`src/rtl/ptb_pkg.sv`:
```
// shared constants and control/status types of the periodic timer bank
`timescale 1ns / 1ps

package ptb_pkg;

	localparam int NUM_TIMERS = 4;
	localparam int SLOT_W     = $clog2(NUM_TIMERS);
	localparam int TIME_W     = 32;
	localparam int PRIO_W     = 3;
	localparam int CFG_IDX_W  = 3;
	localparam int IN_DATA_W  = 72;
	localparam int OUT_DATA_W = 8;

	// configuration register indexes
	localparam logic [CFG_IDX_W-1:0] CFG_PERIOD_0 = 3'd0;
	localparam logic [CFG_IDX_W-1:0] CFG_PERIOD_1 = 3'd1;
	localparam logic [CFG_IDX_W-1:0] CFG_PERIOD_2 = 3'd2;
	localparam logic [CFG_IDX_W-1:0] CFG_PERIOD_3 = 3'd3;
	localparam logic [CFG_IDX_W-1:0] CFG_PRIO_MAP = 3'd4;
	localparam logic [CFG_IDX_W-1:0] CFG_RUN_MASK = 3'd5;

	// input commands
	localparam logic CMD_TICK    = 1'b0;
	localparam logic CMD_RESTART = 1'b1;

	// reset values of the configuration registers
	localparam logic [TIME_W-1:0]            PERIOD_RST   = 32'd1000;
	localparam logic [NUM_TIMERS*PRIO_W-1:0] PRIO_MAP_RST = 12'd1170;
	localparam logic [NUM_TIMERS-1:0]        RUN_MASK_RST = 4'hF;

	typedef struct packed {
		logic load;       // input transaction taken
		logic diff;       // elapsed time of current slot
		logic upd;        // update current slot
		logic cnt_inc;    // next slot
		logic scan_init;  // restart ordering scan
		logic scan_step;  // compare current slot against best
		logic emit;       // load output register
	} ptb_cmd_t;

	typedef struct packed {
		logic cnt_last;   // slot counter on final slot
		logic out_free;   // output register can take a result
		logic emit_last;  // result about to go out is the final one
	} ptb_sts_t;

endpackage

```
`src/rtl/periodic_timer_bank_top.sv`:
```
// top level of the periodic timer bank
`timescale 1ns / 1ps

// Bank of four periodic timers with 32-bit wrapping millisecond arithmetic.
// Each input transaction is either a tick (tuser 0) carrying the current
// time, or a restart (tuser 1) that loads a new period into one slot and
// sets its start to now; a restart produces no result. The first tick loads
// every slot with its configured period and fires them all. Later ticks fire
// each running slot whose elapsed time reached its period. The fired slots
// leave one result transaction each, ordered by higher priority, then shorter
// configured period, then higher slot index, with tlast on the final one; a
// tick that fires nothing gives a single result with tuser (fired) low.
// Sequence: a restart is taken in idle and the bank stays idle. A tick is
// taken in idle, then walks the slots one at a time through one shared
// subtract/compare unit with a diff step and an update step per slot, and
// then picks each result with a scan over all four slots followed by an
// output step that waits while the output register is full. The input side
// is ready only between ticks; the output register lets the last result of
// one tick wait while the next transaction is taken. Configuration writes
// are always taken and must only be made while the bank is idle.
module periodic_timer_bank_top (
	input  logic                                  clk,
	input  logic                                  arst_n,
	// configuration write channel
	input  logic                                  cfg_valid,
	output logic                                  cfg_ready,
	input  logic [ptb_pkg::CFG_IDX_W-1:0]         cfg_index,
	input  logic [ptb_pkg::TIME_W-1:0]            cfg_data,
	// input stream
	input  logic                                  s_tvalid,
	output logic                                  s_tready,
	input  logic [ptb_pkg::IN_DATA_W-1:0]         s_tdata,  // now_ms, slot, new_period, zero fill
	input  logic                                  s_tuser,  // command
	// result stream
	output logic                                  m_tvalid,
	input  logic                                  m_tready,
	output logic [ptb_pkg::OUT_DATA_W-1:0]        m_tdata,  // timer_index, zero fill
	output logic                                  m_tuser,  // fired
	output logic                                  m_tlast   // last
);

	ptb_pkg::ptb_cmd_t            cmd;
	ptb_pkg::ptb_sts_t            sts;
	logic [ptb_pkg::SLOT_W-1:0]   out_index;

	// registers are plain flops, a write always completes at once
	assign cfg_ready = 1'b1;

	ptb_ctrl u_ctrl (
		.clk        (clk),
		.arst_n     (arst_n),
		.in_valid   (s_tvalid),
		.in_command (s_tuser),
		.in_ready   (s_tready),
		.sts        (sts),
		.cmd        (cmd)
	);

	ptb_datapath u_datapath (
		.clk        (clk),
		.arst_n     (arst_n),
		.cfg_valid  (cfg_valid),
		.cfg_index  (cfg_index),
		.cfg_data   (cfg_data),
		.in_data    (s_tdata),
		.in_command (s_tuser),
		.out_index  (out_index),
		.out_fired  (m_tuser),
		.out_last   (m_tlast),
		.out_valid  (m_tvalid),
		.out_ready  (m_tready),
		.cmd        (cmd),
		.sts        (sts)
	);

	// slot index in the low bits, rest of the byte zero
	assign m_tdata = {{(ptb_pkg::OUT_DATA_W - ptb_pkg::SLOT_W){1'b0}}, out_index};

endmodule

```
`src/rtl/ptb_ctrl.sv`:
```
// controller state machine of the periodic timer bank
`timescale 1ns / 1ps

module ptb_ctrl (
	input  logic               clk,
	input  logic               arst_n,
	input  logic               in_valid,
	input  logic               in_command,
	output logic               in_ready,
	input  ptb_pkg::ptb_sts_t  sts,
	output ptb_pkg::ptb_cmd_t  cmd
);

	localparam logic [2:0] ST_IDLE = 3'd0;
	localparam logic [2:0] ST_DIFF = 3'd1;
	localparam logic [2:0] ST_UPD  = 3'd2;
	localparam logic [2:0] ST_SCAN = 3'd3;
	localparam logic [2:0] ST_EMIT = 3'd4;

	logic [2:0] state_q;
	logic [2:0] state_d;

	always_comb begin
		state_d  = state_q;
		cmd      = '0;
		in_ready = 1'b0;
		unique case (state_q)
			ST_IDLE: begin
				in_ready = 1'b1;
				if (in_valid) begin
					cmd.load = 1'b1;
					if (in_command == ptb_pkg::CMD_TICK) begin
						state_d = ST_DIFF;
					end
				end
			end
			ST_DIFF: begin
				cmd.diff = 1'b1;
				state_d  = ST_UPD;
			end
			ST_UPD: begin
				cmd.upd = 1'b1;
				if (sts.cnt_last) begin
					cmd.scan_init = 1'b1;
					state_d       = ST_SCAN;
				end else begin
					cmd.cnt_inc = 1'b1;
					state_d     = ST_DIFF;
				end
			end
			ST_SCAN: begin
				cmd.scan_step = 1'b1;
				cmd.cnt_inc   = 1'b1;
				if (sts.cnt_last) begin
					state_d = ST_EMIT;
				end
			end
			ST_EMIT: begin
				if (sts.out_free) begin
					cmd.emit = 1'b1;
					if (sts.emit_last) begin
						state_d = ST_IDLE;
					end else begin
						cmd.scan_init = 1'b1;
						state_d       = ST_SCAN;
					end
				end
			end
			default: begin
				state_d = ST_IDLE;
			end
		endcase
	end

	always_ff @(posedge clk or negedge arst_n) begin
		if (!arst_n) begin
			state_q <= ST_IDLE;
		end else begin
			state_q <= state_d;
		end
	end

	// a result is only produced once the output side can take it
	a_emit_free: assert property (@(posedge clk) disable iff (!arst_n)
		cmd.emit |-> sts.out_free) else $error("emit into busy output register");

	// the walk over slots never skips from update straight to output
	a_upd_to_scan: assert property (@(posedge clk) disable iff (!arst_n)
		(state_q == ST_UPD) && sts.cnt_last |=> (state_q == ST_SCAN))
		else $error("update walk did not end in scan");

	// a restart never leaves idle
	a_restart_idle: assert property (@(posedge clk) disable iff (!arst_n)
		cmd.load && (in_command == ptb_pkg::CMD_RESTART) |=> (state_q == ST_IDLE))
		else $error("restart left idle");

endmodule

```
`src/rtl/ptb_datapath.sv`:
```
// timer state, configuration registers, ordering scan and output register
`timescale 1ns / 1ps

module ptb_datapath (
	input  logic                                 clk,
	input  logic                                 arst_n,
	input  logic                                 cfg_valid,
	input  logic [ptb_pkg::CFG_IDX_W-1:0]        cfg_index,
	input  logic [ptb_pkg::TIME_W-1:0]           cfg_data,
	input  logic [ptb_pkg::IN_DATA_W-1:0]        in_data,
	input  logic                                 in_command,
	output logic [ptb_pkg::SLOT_W-1:0]           out_index,
	output logic                                 out_fired,
	output logic                                 out_last,
	output logic                                 out_valid,
	input  logic                                 out_ready,
	input  ptb_pkg::ptb_cmd_t                    cmd,
	output ptb_pkg::ptb_sts_t                    sts
);

	localparam int NT = ptb_pkg::NUM_TIMERS;
	localparam int SW = ptb_pkg::SLOT_W;
	localparam int TW = ptb_pkg::TIME_W;
	localparam int PW = ptb_pkg::PRIO_W;

	// configuration
	logic [TW-1:0]      period_cfg_q [NT];
	logic [NT*PW-1:0]   prio_map_q;
	logic [NT-1:0]      run_mask_q;

	// timer state
	logic [TW-1:0]      start_q [NT];
	logic [TW-1:0]      per_now_q [NT];
	logic               first_q;

	// per tick working registers
	logic [TW-1:0]      now_q;
	logic [TW-1:0]      diff_q;
	logic [SW-1:0]      cnt_q;
	logic [NT-1:0]      pend_q;
	logic [SW-1:0]      best_q;
	logic               best_vld_q;

	// output register
	logic               out_valid_q;
	logic [SW-1:0]      out_index_q;
	logic               out_fired_q;
	logic               out_last_q;

	logic [TW-1:0]      in_now;
	logic [SW-1:0]      in_slot;
	logic [TW-1:0]      in_newp;

	logic [TW-1:0]      cur_per;
	logic [TW-1:0]      cur_start;
	logic [TW-1:0]      rem;
	logic               due;
	logic               behind;
	logic               cand_wins;
	logic [NT-1:0]      best_sel;
	logic               emit_last;

	assign in_now  = in_data[TW-1:0];
	assign in_slot = in_data[TW+SW-1:TW];
	assign in_newp = in_data[2*TW+SW-1:TW+SW];

	// true when slot a reports before slot b
	function automatic logic goes_before(
		input logic [PW-1:0] pa,
		input logic [PW-1:0] pb,
		input logic [TW-1:0] ca,
		input logic [TW-1:0] cb,
		input logic [SW-1:0] a,
		input logic [SW-1:0] b
	);
		logic r;
		if (pa != pb) begin
			r = pa > pb;
		end else if (ca != cb) begin
			r = ca < cb;
		end else begin
			r = a > b;
		end
		return r;
	endfunction

	assign cur_per   = per_now_q[cnt_q];
	assign cur_start = start_q[cnt_q];
	assign due       = diff_q >= cur_per;
	assign rem       = diff_q - cur_per;
	assign behind    = rem >= cur_per;

	assign cand_wins = pend_q[cnt_q] && (!best_vld_q ||
		goes_before(prio_map_q[cnt_q*PW +: PW], prio_map_q[best_q*PW +: PW],
			period_cfg_q[cnt_q], period_cfg_q[best_q], cnt_q, best_q));

	always_comb begin
		best_sel = '0;
		if (best_vld_q) begin
			best_sel[best_q] = 1'b1;
		end
	end

	assign emit_last = (pend_q & ~best_sel) == '0;

	assign sts.cnt_last  = cnt_q == SW'(NT - 1);
	assign sts.out_free  = !out_valid_q || out_ready;
	assign sts.emit_last = emit_last;

	// configuration writes
	always_ff @(posedge clk or negedge arst_n) begin
		if (!arst_n) begin
			for (int i = 0; i < NT; i++) begin
				period_cfg_q[i] <= ptb_pkg::PERIOD_RST;
			end
			prio_map_q <= ptb_pkg::PRIO_MAP_RST;
			run_mask_q <= ptb_pkg::RUN_MASK_RST;
		end else if (cfg_valid) begin
			unique case (cfg_index)
				ptb_pkg::CFG_PERIOD_0: period_cfg_q[0] <= cfg_data;
				ptb_pkg::CFG_PERIOD_1: period_cfg_q[1] <= cfg_data;
				ptb_pkg::CFG_PERIOD_2: period_cfg_q[2] <= cfg_data;
				ptb_pkg::CFG_PERIOD_3: period_cfg_q[3] <= cfg_data;
				ptb_pkg::CFG_PRIO_MAP: prio_map_q <= cfg_data[NT*PW-1:0];
				ptb_pkg::CFG_RUN_MASK: run_mask_q <= cfg_data[NT-1:0];
				default: begin
				end
			endcase
		end
	end

	// timer state: restart on load, per slot update during the walk
	always_ff @(posedge clk or negedge arst_n) begin
		if (!arst_n) begin
			for (int i = 0; i < NT; i++) begin
				start_q[i]   <= '0;
				per_now_q[i] <= '0;
			end
			first_q <= 1'b1;
		end else begin
			if (cmd.load && (in_command == ptb_pkg::CMD_RESTART)) begin
				per_now_q[in_slot] <= in_newp;
				start_q[in_slot]   <= in_now;
			end
			if (cmd.upd) begin
				if (first_q) begin
					per_now_q[cnt_q] <= period_cfg_q[cnt_q];
					start_q[cnt_q]   <= now_q;
				end else if (!run_mask_q[cnt_q]) begin
					start_q[cnt_q] <= now_q;
				end else if (due) begin
					start_q[cnt_q] <= behind ? now_q : cur_start + cur_per;
				end
				if (sts.cnt_last) begin
					first_q <= 1'b0;
				end
			end
		end
	end

	// walk counter, pending fire bits and ordering scan
	always_ff @(posedge clk or negedge arst_n) begin
		if (!arst_n) begin
			cnt_q      <= '0;
			pend_q     <= '0;
			best_vld_q <= 1'b0;
			best_q     <= '0;
		end else begin
			if (cmd.load || cmd.scan_init) begin
				cnt_q <= '0;
			end else if (cmd.cnt_inc) begin
				cnt_q <= cnt_q + SW'(1);
			end
			if (cmd.load) begin
				pend_q <= '0;
			end else if (cmd.upd) begin
				pend_q[cnt_q] <= first_q || (run_mask_q[cnt_q] && due);
			end else if (cmd.emit) begin
				pend_q <= pend_q & ~best_sel;
			end
			if (cmd.scan_init) begin
				best_vld_q <= 1'b0;
			end else if (cmd.scan_step && cand_wins) begin
				best_vld_q <= 1'b1;
				best_q     <= cnt_q;
			end
		end
	end

	always_ff @(posedge clk) begin
		if (cmd.load) begin
			now_q <= in_now;
		end
		if (cmd.diff) begin
			diff_q <= now_q - cur_start;
		end
	end

	always_ff @(posedge clk or negedge arst_n) begin
		if (!arst_n) begin
			out_valid_q <= 1'b0;
		end else if (cmd.emit) begin
			out_valid_q <= 1'b1;
		end else if (out_ready) begin
			out_valid_q <= 1'b0;
		end
	end

	always_ff @(posedge clk) begin
		if (cmd.emit) begin
			out_index_q <= best_vld_q ? best_q : '0;
			out_fired_q <= best_vld_q;
			out_last_q  <= emit_last;
		end
	end

	assign out_valid = out_valid_q;
	assign out_index = out_index_q;
	assign out_fired = out_fired_q;
	assign out_last  = out_last_q;

	// a quiet result always closes its tick
	a_quiet_last: assert property (@(posedge clk) disable iff (!arst_n)
		out_valid_q && !out_fired_q |-> out_last_q) else $error("quiet result not last");

	// a reported slot is not reported again within the same tick
	a_pend_clear: assert property (@(posedge clk) disable iff (!arst_n)
		cmd.emit && best_vld_q |=> !pend_q[$past(best_q)])
		else $error("reported slot still pending");

	// the first tick happens once
	a_first_once: assert property (@(posedge clk) disable iff (!arst_n)
		!first_q |=> !first_q) else $error("first tick flag set again");

endmodule
```
`config.mk`:
```
export PLATFORM = sky130hd
export DESIGN_NAME = periodic_timer_bank_top
export DESIGN_NICKNAME = d
export VERILOG_FILES = /design/src/rtl/ptb_pkg.sv /design/src/rtl/periodic_timer_bank_top.sv /design/src/rtl/ptb_ctrl.sv /design/src/rtl/ptb_datapath.sv
export SDC_FILE = /design/constraint.sdc
export NUM_CORES = 2
export LEC_CHECK = 0
export BUFFER_PORTS_ARGS = -buffer_cell sky130_fd_sc_hd__buf_2
export CAP_MARGIN = 20
export CELL_PAD_IN_SITES_DETAIL_PLACEMENT = 0
export CELL_PAD_IN_SITES_GLOBAL_PLACEMENT = 1
export CORE_MARGIN = 2
export CORE_UTILIZATION = 41
export CTS_CLUSTER_SIZE = 16
export DETAILED_ROUTE_END_ITERATION = 7
export PLACE_DENSITY = 0.79
export RECOVER_POWER = 50
export SLEW_MARGIN = 10
export SYNTH_ARGS = -nofsm -noshare
export SYNTH_HDL_FRONTEND = slang
export SYNTH_HIERARCHICAL = 1
export SYNTH_SLANG_ARGS = --single-unit
```
`constraint.sdc`:
```
create_clock -name clk -period 7.2 [get_ports clk]
set_input_delay 0.36 -clock clk [delete_from_list [all_inputs] [get_ports clk]]
set_output_delay 0.36 -clock clk [all_outputs]
set_load 0.05 [all_outputs]
```
* After elaboration in Yosys (flattened, before gate mapping)
Index checks and enable logic that the tools add are counted.
Storage, ports and cells: flip-flop bits (word level) 482, bits in latches 0, bits in writable memories 0, memory bits (read-only) 0, bits of input ports 113, output and inout port bits 13, word-level logic and storage cells 172, memories kept 0
Operators by class: add/subtract/negate cells 4, $mul 2, divide/modulo/power cells 0, $lt $le $gt $ge 14, equal/unequal tests 16, shifts and indexed selects 2, muxes and demuxes 72, bitwise logic cells 6, reduce and logical (&&, ||, !) cells 30
Operators by type and width (count):
- $mux W128 | 8
- $bwmux W128 | 5
- $mux W32 | 11
- $bmux W32 S2 | 4
- $demux W32 S2 | 2
- $ge A32 B32 Y1 | 2
- $sub A32 B32 Y32 | 2
- $add A32 B32 Y32 | 1
- $lt A32 B32 Y1 | 1
- $ne A32 B32 Y1 | 1
- $shiftx A12 B5 Y3 | 2
- $mux W1 | 22
- $mux W4 | 4
- $reduce_and A2 Y1 | 8
- $pmux W3 S5 | 1
- $eq A3 B2 Y1 const B | 4
- $mux W3 | 4
- $eq A3 B3 Y1 const B | 3
- $ge A3 B3 Y1 const B | 3
- $not A2 Y3 | 3
- $logic_and A1 B1 Y1 | 8
- $mul A2 B2 Y4 const B | 2
- $mux W2 | 4
- $ne A2 B2 Y1 const B | 4
- other kinds (23) | 37

* Depth between registers and ports, before layout
depth in word-level cells 13, gate-level depth with buffers 27, depth with buffers taken out 22

* By module
The synthesis kept the hierarchy.
By module, submodules not included:
- ptb_datapath | times used 1, cells an instance 2990, area each 31843.0 sq um, seq. area each 12368.1 sq um
- ptb_ctrl | times used 1, cells an instance 29, area each 235.2 sq um, seq. area each 75.1 sq um
- periodic_timer_bank_top | times used 1, cells an instance 9, area each 60.1 sq um, seq. area each 0.0 sq um

* Worst setup path before layout
Ideal clock, no wire load.
kind flip-flop to flip-flop, start register u_datapath.cnt_q[0], end register u_datapath/start_q[104] in the netlist's numbering, setup time 0.119 ns, arrival time 6.408 ns, required time 7.081 ns, path slack 0.673 ns, cell stages (with the launch flop) 28, buffers on the path 5, period minus slack after synthesis 6.527 ns, path through dfrtp_1 buf_6 buf_2 buf_2 buf_1 mux4_2 inv_1 ha_1 a21o_1 a21oi_1 nand2_1 a21o_1 a21oi_1 nor2b_1 a311oi_1 o21ai_0 xor2_1 ha_1 a21o_1 a21o_1 a21oi_1 o31ai_1 a211o_1 a31oi_2 buf_4 mux2i_1 a22oi_1 o21a_1
On the way: word-level cells in the longest chain between the ends 12, elaborated cells on any way between the ends 25, those cells by class add/sub (2); order compare (4); mux (17); bitwise (1); reduce/logical (1)
Ends and longest elaborated chain:
- from (decl) | line ptb_datapath.sv:39 | logic [SW-1:0] cnt_q;
- from (signal assigned) | line ptb_datapath.sv:172 | cnt_q <= cnt_q + SW'(1);
- $not A2 Y3
- $bmux W32 S2 | line ptb_datapath.sv:87 | assign cur_per = per_now_q[cnt_q];
- $mux W32 (not written as such) (2 in series) | line ptb_datapath.sv:87
- $sub A32 B32 Y32 | line ptb_datapath.sv:90 | assign rem = diff_q - cur_per;
- $ge A32 B32 Y1 | line ptb_datapath.sv:91 | assign behind = rem >= cur_per;
- $mux W32 | line ptb_datapath.sv:152 | start_q[cnt_q] <= behind ? now_q : cur_start + cur_per;
- $bwmux W128 | line ptb_datapath.sv:152
- $mux W128 | line ptb_datapath.sv:151 | end else if (due) begin
- $mux W128 | line ptb_datapath.sv:149 | end else if (!run_mask_q[cnt_q]) begin
- $mux W128 * | line ptb_datapath.sv:146 | if (first_q) begin
- $mux W128 * | line ptb_datapath.sv:145 | if (cmd.upd) begin
- to (signal, indexed assignment) | line ptb_datapath.sv:148 | start_q[cnt_q] <= now_q;
- to (signal, indexed assignment) | line ptb_datapath.sv:150 | start_q[cnt_q] <= now_q;
- to (signal, indexed assignment) | line ptb_datapath.sv:152
- to (decl) | line ptb_datapath.sv:32 | logic [TW-1:0] start_q [NT];
Every way passes the cells marked *; elsewhere a longest branch is shown, timed or not. The select of a mux whose other input is x is not followed. A chain may end at the register's enable or synchronous reset.

* Final worst setup path
start register u_datapath.cnt_q[0], end register u_datapath/start_q[88] in the netlist's numbering
The elaborated chain is that of the path after synthesis.

==> results.json <==
{
  "cts_buffer_depth": 3,
  "synth_cell_type_count": 88,
  "tns_ns": 0,
  "yosysTopAreaCell": "dfrtp_1",
  "cp_max_fo": 25,
  "holdWs_ns": 0.03402,
  "cts_root_buf": "clkbuf_16",
  "crit_start": "u_datapath/cnt_q[0]",
  "grt_max_degree": 170,
  "tightest_slew_ns": 4.270,
  "die_y_um": 284.0,
  "ant_nets": 0,
  "start_kind": "flop",
  "place_ws_ns": 0.5966,
  "start_util_pct": 41.49,
  "ys_top_cells_by_count": "dfrtp_1, mux2i_1, a21oi_1",
  "hold_path.startpoint": "cfg_data[26]",
  "violations": "capacitance limit, slew limit",
  "die_area_um2": 80640,
  "synth_top_area_share_pct": 29.67,
  "dpl.hpwl_mm": 64.08,
  "rows": 102,
  "clk_latency_ns": 0.63,
  "grt_pass1_vias": 24640,
  "grtUsageTotal_pct": 23.28,
  "setup.worst_path.class": "flop to flop",
  "core_area_um2": 77470,
  "numClockSinks": 482,
  "drive_gt1_share_pct": 18.86,
  "io_pins": 126,
  "fin_crit_sh_pct": 92.30,
  "post_cts_buffers": 0,
  "synth_cells": 3028,
  "synth.area.top_cells": "dfrtp_1, mux4_2, mux2i_1",
  "maxCapViolCount": 6,
  "routed_wirelength_mm": 95.35,
  "synth_flop_cell": "dfrtp_1",
  "cpMaxStageDelayCell": "mux4_2",
  "ys_ff_latch": 482,
  "placed_area_um2": 33830,
  "r2r_cells": 25,
  "ys_warn_count": 6,
  "gp_congestion": 0.8945,
  "drt_first_pass_iters": 6,
  "crit_arrival_ns": 7.18,
  "min_path_cells": 2,
  "antenna_found_initial": 16,
  "cp_num_buf_inv": 4,
  "rrSetupSlack_ns": 0.55,
  "grt_setup_unrepaired": "false",
  "cp.depth": 25,
  "ys_seq_area_share_pct": 38.72,
  "crit_family": "compound AO/OA/AOI/OAI gates",
  "cp-end-kind": "flop",
  "synth.cell_area_um2": 32140,
  "slew_headroom_pct": -184.7,
  "die_w_um": 284.0,
  "cts_tree": "done",
  "vias": 24910,
  "setup_viol": 0,
  "synth.avg_cell_area_um2": 10.61,
  "htreeDepth": 2,
  "viasPerCell": 5.924,
  "portBuffers": 112,
  "drc": 0,
  "wl_per_cell_um": 22.68,
  "hold_viol": 0,
  "fin_ws_ns": 0.5545,
  "synth_edf_count": 68,
  "dr.first_iter.drc_count": 2240,
  "worstPathRequired_ns": 7.73,
  "layout-area-overhead-vs-synth_pct": 11.42,
  "fin_skew_ns": 0.02961,
  "status": "finished, violations left",
  "min_path_type": "input port to flop",
  "numCtsBuffers": 54,
  "grt_pass1_wl_mm": 147.6,
  "yosysMostFrequentCell": "dfrtp_1",
  "fin_crit_ns": 6.646,
  "synth_async_sr_flop_share_pct": 85.89,
  "fmax_mhz": 150.5,
  "r2r_start": "u_datapath/cnt_q[0]",
  "max_stage_delay_ns": 0.61,
  "overflow": 0,
  "fin_area_um2": 35810,
  "drv_slew": 434,
  "nets": 3396,
  "clkSlewWorstSetupHoldPaths_ns": 0.06
}
worst register-to-register path: stages, from the launching register on:
cell      delay [ns]
dfrtp_4         0.55
mux4_2          0.62
inv_1           0.16
ha_1            0.26
nor2b_1         0.13
o21ai_0         0.25
a21oi_1         0.15
o41ai_1         0.36
buf_4           0.19
o21a_1          0.20
nand4_1         0.19
a311oi_1        0.46
buf_4           0.23
nand2b_1        0.10
o311ai_0        0.12
ha_1            0.34
a21o_1          0.18
a21o_1          0.17
a21oi_1         0.17
nor2_1          0.06
a211o_1         0.25
a31o_2          0.44
buf_12          0.26
a21oi_4         0.34
nor2_1          0.14
a211oi_1        0.26
routing by layer:
layer,GRT usage (%),vias up,wire (µm)
met1,31.03,12400,40340
met4,8.539,4,3255
met5,0,-,23
met2,38.42,840,46060
met3,3.489,193,5672
li1,-,11470,-
cell families after synthesis:
logic type	count (synthesis)	synth area share, %
simple gates	636	8.787
xor+xnor	77	2.098
other cells	2	0.02337
buf+inv	330	4.076
mux	593	24.44
compound gates	736	15.09
fa+ha+maj	172	6.766
flops	482	38.72
worst paths after layout:
| kind | end |
|---|---|
| setup reg to reg | u_datapath/start_q[88] |
| hold reg to reg | u_datapath/period_cfg_q[59] |
| max in group asynchronous | u_datapath/cnt_q[0] |
| hold / removal | u_datapath/period_cfg_q[122] |
| min in group asynchronous | u_datapath/per_now_q[56] |
| setup / recovery | u_datapath/start_q[88] |
layout make-up:
type / instances / area (µm²)
Fill cell: 7238 / 41660
Antenna cell: 9 / 22.52
Clock inverter: 12 / 103.9
Tap cell: 1040 / 1301
Timing Repair Buffer: 202 / 1295
Inverter: 150 / 563.0
Clock buffer: 88 / 1612
Multi-Input combinational cell: 2221 / 18460
Sequential cell: 482 / 12450
per-stage QoR:
step,utilization [%],cells
global placement,43.65,4055
finish,46.22,4204
floorplan,-,3033
CTS,46.37,4194
detailed placement,43.67,4056
global route,46.22,4203
placed cells by master (no fill, tap or decap), types with 22 or more instances in the layout:
master and n:
nand4_1 23, dfstp_2 33, nor2_1 260, a21oi_1 272, mux2_2 182, mux4_2 135
clkbuf_1 70, a21o_1 64, clkbuf_16 56, mux2i_1 275, o21a_1 27, ha_1 165
o221ai_1 48, dfrtp_1 379, xor2_1 29, buf_4 39, nand2_1 186, nor3_1 25
a211oi_1 22, buf_2 72, o21ai_0 106, edfxtp_1 68, a221oi_1 32, inv_1 150
nand3_1 30, xnor2_1 48, dlygate4sd3_1 38
state kept, by name, indices dropped and copies added, names as in the netlist, 2 cells and up:
register	flops
u_datapath/pend_q	4
u_datapath/now_q	32
u_datapath/diff_q	32
u_datapath/period_cfg_q	128
u_datapath/prio_map_q	12
u_datapath/run_mask_q	4
u_datapath/per_now_q	128
u_datapath/cnt_q	2
u_ctrl/state_q	3
u_datapath/best_q	2
u_datapath/out_index	2
u_datapath/start_q	128
timing repair:
| action | in CTS | in global routing |
|---|---|---|
| gates resized for setup | 0 | 0 |
| endpoints found under the hold margin | 173 | 0 |
| hold buffers | 38 | 0 |
Power is left out: the tool's default activity adds up to more than one toggle a clock period on the data nets, which glitch-free logic cannot reach.
